$ cat src/rtl/core/s2cd_pkg.sv
// Package for the seconds-to-calendar-date converter.
// Holds the calendar constants and the month-offset table shared by the RTL.
// No dependencies.
package s2cd_pkg;

  localparam int unsigned SecsPerDay  = 86400;
  localparam int unsigned SecsPerHour = 3600;
  localparam int unsigned SecsPerMin  = 60;
  localparam int unsigned DaysPerWeek = 7;
  localparam int unsigned DayBias     = 1524;
  // Year term: C = (100*B - YearOfs) / YearDiv
  localparam int unsigned YearScale   = 100;
  localparam int unsigned YearOfs     = 12210;
  localparam int unsigned YearDiv     = 36525;
  // Month term: E = (MonScale*(B - D)) / MonDiv
  localparam int unsigned MonScale    = 10000;
  localparam int unsigned MonDiv      = 306001;
  localparam int unsigned QuadDays    = 1461;
  // Day-of-year offsets for the two halves of the shifted year.
  localparam logic [8:0]  YdayOfsEarly = 9'd429;
  localparam logic [8:0]  YdayOfsLate  = 9'd64;
  localparam logic [3:0]  MonOfsEarly  = 4'd14;
  localparam logic [3:0]  MonOfsLate   = 4'd2;
  localparam logic [3:0]  LastLateE    = 4'd13;
  localparam logic [2:0]  WeekdayBias  = 3'd5;

  typedef logic [3:0] mon_term_t;
  typedef logic [8:0] day_cnt_t;

  // Days before month term E: floor(30.6001 * E).
  function automatic day_cnt_t month_days(input mon_term_t e);
    day_cnt_t f;
    case (e)
      4'd0:    f = 9'd0;
      4'd1:    f = 9'd30;
      4'd2:    f = 9'd61;
      4'd3:    f = 9'd91;
      4'd4:    f = 9'd122;
      4'd5:    f = 9'd153;
      4'd6:    f = 9'd183;
      4'd7:    f = 9'd214;
      4'd8:    f = 9'd244;
      4'd9:    f = 9'd275;
      4'd10:   f = 9'd306;
      4'd11:   f = 9'd336;
      4'd12:   f = 9'd367;
      4'd13:   f = 9'd397;
      4'd14:   f = 9'd428;
      default: f = 9'd459;
    endcase
    return f;
  endfunction

endpackage

$ cat src/rtl/core/seconds_to_calendar_date_top.sv
// Seconds since 1 Jan 1904 to calendar fields, fully pipelined.
// Throughput: one item per cycle; busy stays low and the receiver cannot stall.
// The depth is set by one chain of three three-stage constant dividers (days, then year,
// then month) plus four single-register levels around them. Reset clears only the valid
// bits; results in flight are dropped.
// Depends on s2cd_pkg and s2cd_cdiv.
module seconds_to_calendar_date_top (
  input  logic        clk,
  input  logic        rst,
  input  logic        start,
  output logic        busy,
  input  logic [31:0] seconds_since_1904,
  output logic        done,
  output logic [7:0]  year_since_1900,
  output logic [3:0]  month_index,
  output logic [4:0]  day_of_month,
  output logic [8:0]  day_of_year,
  output logic [4:0]  hour_of_day,
  output logic [5:0]  minute_of_hour,
  output logic [5:0]  second_of_minute,
  output logic [2:0]  weekday
);

  import s2cd_pkg::*;

  // Valid bit for each pipeline level; bit k marks level k+1.
  logic [12:0] vld;

  // Level 3: whole days and second of the day.
  logic [15:0] a3;
  logic [16:0] rem3;
  // Level 4: shifted day count, year-term dividend, weekday dividend.
  logic [15:0] b4;
  logic [15:0] b_comb;
  logic [22:0] xc4;
  logic [15:0] xw4;
  logic [16:0] rem4;
  // Level 7 outputs of the parallel dividers.
  logic [7:0]  c7;
  logic [2:0]  wd7;
  logic [4:0]  hour7;
  logic [11:0] rem7;
  // Level 8 and 9: day within the shifted year, month-term dividend.
  logic [18:0] d_full;
  logic [15:0] bd_full;
  logic [8:0]  bd8;
  logic [22:0] y9;
  // Level 10 and 12 divider outputs.
  logic [5:0]  min10;
  logic [5:0]  sec10;
  logic [3:0]  e12;

  // Delay lines that carry finished fields alongside the later stages.
  logic [15:0] b_dly   [3];
  logic [7:0]  c_dly   [5];
  logic [2:0]  wd_dly  [5];
  logic [4:0]  hour_dly[5];
  logic [5:0]  min_dly [2];
  logic [5:0]  sec_dly [2];
  logic [8:0]  bd_dly  [4];

  logic        late_half;
  logic [8:0]  yday_late;

  // Every cycle takes a new item, so the block never reports busy.
  assign busy = 1'b0;

  always_ff @(posedge clk) begin
    if (rst) begin
      vld <= '0;
    end else begin
      vld <= {vld[11:0], start & ~busy};
    end
  end

  assign done = vld[12];

  // Split the count into whole days and seconds within the day.
  s2cd_cdiv #(
    .XW(32), .QW(16), .DIV(SecsPerDay), .MUL(49710), .SH(32)
  ) u_day_div (
    .clk (clk),
    .x   (seconds_since_1904),
    .q   (a3),
    .r   (rem3)
  );

  // Level 4: bias the day count and form the dividends of the next dividers.
  assign b_comb = a3 + 16'(DayBias);

  always_ff @(posedge clk) begin
    b4   <= b_comb;
    xc4  <= 23'(b_comb) * 23'(YearScale) - 23'(YearOfs);
    xw4  <= a3 + 16'(WeekdayBias);
    rem4 <= rem3;
  end

  // Year term C.
  s2cd_cdiv #(
    .XW(23), .QW(8), .DIV(YearDiv), .MUL(229), .SH(23)
  ) u_year_div (
    .clk (clk),
    .x   (xc4),
    .q   (c7),
    .r   ()
  );

  // Weekday is the remainder of the biased day count by seven.
  s2cd_cdiv #(
    .XW(16), .QW(13), .DIV(DaysPerWeek), .MUL(9362), .SH(16)
  ) u_week_div (
    .clk (clk),
    .x   (xw4),
    .q   (),
    .r   (wd7)
  );

  // Hour of day and seconds within the hour.
  s2cd_cdiv #(
    .XW(17), .QW(5), .DIV(SecsPerHour), .MUL(36), .SH(17)
  ) u_hour_div (
    .clk (clk),
    .x   (rem4),
    .q   (hour7),
    .r   (rem7)
  );

  // Minute and second.
  s2cd_cdiv #(
    .XW(12), .QW(6), .DIV(SecsPerMin), .MUL(68), .SH(12)
  ) u_min_div (
    .clk (clk),
    .x   (rem7),
    .q   (min10),
    .r   (sec10)
  );

  // D = floor(1461*C / 4); the day within the shifted year is B - D and
  // always fits in nine bits.
  assign d_full  = 19'(c7) * 19'(QuadDays);
  assign bd_full = b_dly[2] - d_full[17:2];

  always_ff @(posedge clk) begin
    bd8 <= bd_full[8:0];
    y9  <= 23'(bd8) * 23'(MonScale);
  end

  // Month term E.
  s2cd_cdiv #(
    .XW(23), .QW(4), .DIV(MonDiv), .MUL(27), .SH(23)
  ) u_mon_div (
    .clk (clk),
    .x   (y9),
    .q   (e12),
    .r   ()
  );

  always_ff @(posedge clk) begin
    b_dly[0] <= b4;
    b_dly[1] <= b_dly[0];
    b_dly[2] <= b_dly[1];
    c_dly[0]    <= c7;
    wd_dly[0]   <= wd7;
    hour_dly[0] <= hour7;
    for (int i = 1; i < 5; i++) begin
      c_dly[i]    <= c_dly[i-1];
      wd_dly[i]   <= wd_dly[i-1];
      hour_dly[i] <= hour_dly[i-1];
    end
    min_dly[0] <= min10;
    sec_dly[0] <= sec10;
    min_dly[1] <= min_dly[0];
    sec_dly[1] <= sec_dly[0];
    bd_dly[0] <= bd8;
    for (int i = 1; i < 4; i++) begin
      bd_dly[i] <= bd_dly[i-1];
    end
  end

  // January and February belong to the following year in the shifted calendar.
  // For March onward a leap year adds the 29th of February to the day of year.
  assign late_half = (e12 > LastLateE);
  assign yday_late = bd_dly[3] - YdayOfsLate + 9'(c_dly[4][1:0] == 2'b00);

  always_ff @(posedge clk) begin
    if (late_half) begin
      year_since_1900 <= c_dly[4] + 8'd1;
      month_index     <= e12 - MonOfsEarly;
      day_of_year     <= bd_dly[3] - YdayOfsEarly;
    end else begin
      year_since_1900 <= c_dly[4];
      month_index     <= e12 - MonOfsLate;
      day_of_year     <= yday_late;
    end
    day_of_month     <= 5'(bd_dly[3] - month_days(e12));
    hour_of_day      <= hour_dly[4];
    minute_of_hour   <= min_dly[1];
    second_of_minute <= sec_dly[1];
    weekday          <= wd_dly[4];
  end

  // A result appears only for an item that start brought in.
  a_done_follows_start: assert property (@(posedge clk) disable iff (rst)
    done |-> $past(start, 13))
    else $error("done without a matching start");

  // Every delivered time of day and weekday is in range.
  a_time_range: assert property (@(posedge clk) disable iff (rst)
    done |-> (hour_of_day < 5'd24 && minute_of_hour < 6'd60 &&
              second_of_minute < 6'd60 && weekday < 3'd7))
    else $error("time field out of range");

  // Every delivered date is a real calendar date.
  a_date_range: assert property (@(posedge clk) disable iff (rst)
    done |-> (month_index < 4'd12 && day_of_month != 5'd0 && day_of_year < 9'd366))
    else $error("date field out of range");

  // The month term always lands in the March-to-February window.
  a_month_term: assert property (@(posedge clk) disable iff (rst)
    vld[11] |-> (e12 >= 4'd4))
    else $error("month term below March");

endmodule

$ cat src/rtl/core/s2cd_cdiv.sv
// Three-stage divider by a constant using a scaled reciprocal and one correction step.
// Stand-alone; used by seconds_to_calendar_date_top.
module s2cd_cdiv #(
  parameter int unsigned XW  = 32,     // dividend width
  parameter int unsigned QW  = 16,     // quotient width
  parameter int unsigned DIV = 86400,  // divisor
  parameter int unsigned MUL = 49710,  // floor(2**SH / DIV)
  parameter int unsigned SH  = 32      // reciprocal scale, dividend must stay below 2**SH
) (
  input  logic                       clk,
  input  logic [XW-1:0]              x,
  output logic [QW-1:0]              q,
  output logic [$clog2(DIV)-1:0]     r
);

  localparam int unsigned MW = $clog2(MUL + 1);
  localparam int unsigned DW = $clog2(DIV + 1);
  localparam int unsigned RW = $clog2(DIV);
  localparam int unsigned PW = (XW > QW + DW) ? XW : QW + DW;

  logic [XW+MW-1:0] prod;
  logic [QW-1:0]    q0;
  logic [XW-1:0]    x1;
  logic [PW-1:0]    p;
  logic [QW-1:0]    q1;
  logic [XW-1:0]    x2;
  logic [PW-1:0]    diff;
  logic             corr;

  // Estimate: at most one below the true quotient.
  assign prod = {{MW{1'b0}}, x} * (XW + MW)'(MUL);

  always_ff @(posedge clk) begin
    q0 <= prod[SH +: QW];
    x1 <= x;
  end

  always_ff @(posedge clk) begin
    p  <= PW'(q0) * PW'(DIV);
    q1 <= q0;
    x2 <= x1;
  end

  // The partial remainder is below twice the divisor.
  assign diff = PW'(x2) - p;
  assign corr = (diff >= PW'(DIV));

  always_ff @(posedge clk) begin
    q <= q1 + QW'(corr);
    r <= corr ? RW'(diff - PW'(DIV)) : RW'(diff);
  end

endmodule
$ cat config.mk
export PLATFORM = sky130hd
export DESIGN_NAME = seconds_to_calendar_date_top
export DESIGN_NICKNAME = d
export VERILOG_FILES = /design/src/rtl/core/s2cd_pkg.sv /design/src/rtl/core/seconds_to_calendar_date_top.sv /design/src/rtl/core/s2cd_cdiv.sv
export SDC_FILE = /design/constraint.sdc
export NUM_CORES = 2
export LEC_CHECK = 0
export BUFFER_PORTS_ARGS = -buffer_cell sky130_fd_sc_hd__buf_2
export CAP_MARGIN = 20
export CORE_MARGIN = 3
export CORE_UTILIZATION = 35
export DETAILED_ROUTE_END_ITERATION = 7
export PLACE_DENSITY = 0.55
export SETUP_SLACK_MARGIN = 0.3
export SYNTH_ARGS = -nofsm -noshare
export SYNTH_HDL_FRONTEND = slang
export SYNTH_SLANG_ARGS = --single-unit
$ cat constraint.sdc
create_clock -name clk -period 4.8 [get_ports clk]
set_input_delay 0 -clock clk [delete_from_list [all_inputs] [get_ports clk]]
set_output_delay 0 -clock clk [all_outputs]
set_load 0.05 [all_outputs]
==> flow_summary.json <==
{
  "grt_pass1_wl_um": 157700,
  "grt_max_degree": 16,
  "cts_max_level": 3,
  "drive_gt1_share_pct": 15.28,
  "yosysWarnings": 0,
  "cts_tree": "built",
  "grt-ovfl-total": 0,
  "drv_cap": 0,
  "period_share_pct": 94.69,
  "holdWs_ps": 113.3,
  "setup.worst_path.start_class": "input port",
  "hold_violations": 0,
  "coreArea_um2": 138500,
  "crit_slowest_cell": "fa_1",
  "synth.top_cell.area_share_pct": 32.77,
  "skew_ps": 47.38,
  "worst_slew_pin_slew_ps": 685.7,
  "finalNetCount": 6405,
  "cts_root_buf": "clkbuf_16",
  "initial_core_util_pct": 35.51,
  "die_width_um": 380.9,
  "synthesis.area_um2": 49180,
  "synth_ff_type": "dfxtp_1",
  "yosys-top-cells-area": "dfxtp_1 33%, ha_1 23%, fa_1 15%",
  "crit_fanout": 4,
  "async_reset_ff_share_pct": 0,
  "synth-edff-count": 0,
  "wl_per_cell_um": 13.17,
  "place_congestion": 0.8396,
  "synthesis.nets": 5978,
  "relSlewSlack_pct": 54.01,
  "grt_pass1_vias": 32970,
  "status": "finished, final reports clean",
  "vias": 31610,
  "slowest_delay_ps": 540,
  "numClockSinks": 805,
  "ios": 83,
  "wirelength_um": 92570,
  "grtUsageTotal_pct": 12.99,
  "nFillCells": 13290,
  "yosysMostFrequentCell": "ha_1",
  "route.detailed.drc": 0,
  "cp_data_required_time_ps": 5370,
  "place_hpwl_um": 75250,
  "area_growth_pct": 20.25,
  "rows": 136,
  "die_area_um2": 145100,
  "postSynthAreaPerCell_um2": 10.55,
  "ys_ff_latch": 805,
  "io_buffers": 81,
  "rsz0062_at_grt": "yes",
  "ys_seq_area_share_pct": 32.77,
  "slew_violations": 0,
  "clockBufferDepth": 3,
  "vias_per_cell": 4.499,
  "criticalPathCategory": "input port to register",
  "arrival_ps": 5120,
  "setup-violations-final": 0,
  "cts-buffers-inserted": 90,
  "drt-pass1-iter-count": 5,
  "path_clk_slew_ps": 60,
  "die_h_um": 380.9,
  "drtIter0Drc": 1148,
  "yosysUniqueCellTypes": 91,
  "drtAntennaViolNets": 0,
  "synth_top_area_cell": "dfxtp_1",
  "cp-end-kind": "register",
  "min_period_ps": 4545,
  "antenna_found_initial": 4,
  "synthesis.instances": 4661,
  "clock_latency_ps": 680,
  "synth_common_cells": "907 x ha_1, 878 x inv_1, 805 x dfxtp_1",
  "max_freq_ghz": 0.2200,
  "num_antenna_cells": 0,
  "min_path_type": "input port to register"
}
-- logic make-up (layout without fill, tap and decap cells) --
kind of cell | count (synthesis) | after routing | synth area share, %
XOR/XNOR | 320 | 320 | 5.714
AND/OR/NAND/NOR | 682 | 682 | 6.971
buffers and inverters | 902 | 1405 | 6.922
multiplexers | 22 | 22 | 0.5266
other | 1 | 1 | 0.007625
adder cells (fa/ha/maj) | 1282 | 1282 | 38.34
flip-flops | 805 | 805 | 32.77
AO/OA/AOI/OAI | 647 | 647 | 8.754
-- area by class of cell --
cell class	instances	area (um2)	area share [%]
Sequential cell	805	16170	27.35
Timing Repair Buffer	359	2684	4.538
Clock buffer	114	2442	4.130
Clock inverter	54	790.8	1.337
Inverter	878	3334	5.638
Multi-Input combinational cell	2954	31390	53.07
Tap cell	1863	2331	3.941
-- final timing paths --
kind                            slack [ps]  cells past startpoint                    from                 to
worst max-delay path                   250                     25  seconds_since_1904[12]   u_day_div.q0[13]
worst min-delay path                   110                      3  seconds_since_1904[16]   u_day_div.x1[16]
worst max register to register         300                     19          u_day_div.q[6]            xc4[21]
worst min register to register         290                      0       u_year_div.x1[13]  u_year_div.x2[13]
-- per-layer routing --
layer  wire [um]  vias to the layer above  track usage [%]
met2       43700                      346            22.24
met4        2170                        2            3.655
met1       44060                    14840            16.95
li1            -                    16280                -
met5          13                        -                0
met3        2617                      149            2.026
-- sequential cells by signal, summed over array words and instances, names as in the netlist, 16 cells and up, named ones only --
signal,cells
u_day_div.q,16
u_week_div.p,16
u_year_div.p,24
u_hour_div.x2,17
xc4,20
bd_dly,36
xw4,16
u_day_div.q0,16
u_year_div.x2,20
rem4,17
u_hour_div.x1,17
u_day_div.x2,32
hour_dly,25
b_dly,27
u_year_div.x1,20
c_dly,40
u_day_div.p,25
u_day_div.r,17
u_week_div.x2,16
u_week_div.x1,16
u_mon_div.p,21
u_day_div.q1,16
u_day_div.x1,32
-- per-stage QoR --
| stage | area (um2) | utilization, % | instances | setup TNS [ps] | worst slack (ps) |
|---|---|---|---|---|---|
| after floorplan | 49430 | - | 4661 | -352.7 | -130.1 |
| after global placement | 53590 | 38.69 | 6784 | -7922 | -725.9 |
| after detailed placement | 53590 | 38.69 | 6784 | -7956 | -748.1 |
| after CTS | 57710 | 41.66 | 7004 | 0 | 260.2 |
| after global routing | 59140 | 42.70 | 7027 | 0 | 66.28 |
| final | 59140 | 42.70 | 7027 | 0 | 254.7 |
-- what timing repair did --
| action | 4_1_cts | 5_1_grt |
|---|---|---|
| endpoints found under the setup margin | 36 | 52 |
| endpoints found under the hold margin | 45 | 1 |
| pin swaps | 54 | 140 |
| buffers inserted | 16 | 22 |
| gates resized for setup | 104 | 226 |
| hold buffers | 36 | 1 |
-- critical path, delay by kind of cell --
kind            cells  cell delay, ps
compound gates      4             960
xor+xnor            1             140
fa+ha+maj           7            2920
buf+inv             9             650
simple gates        4             430
-- placed cells by master (no fill, tap or decap), types with 90 or more instances in the layout --
master	n
a21oi_1	158
buf_4	240
clkbuf_16	90
dfxtp_1	773
fa_1	369
ha_1	827
inv_1	843
nand2_1	117
nor2_1	177
o21ai_0	104
xnor2_1	215
xor2_1	95
Power is left out: the tool's default activity adds up to more than one toggle a clock period on the data nets, which glitch-free logic cannot reach.
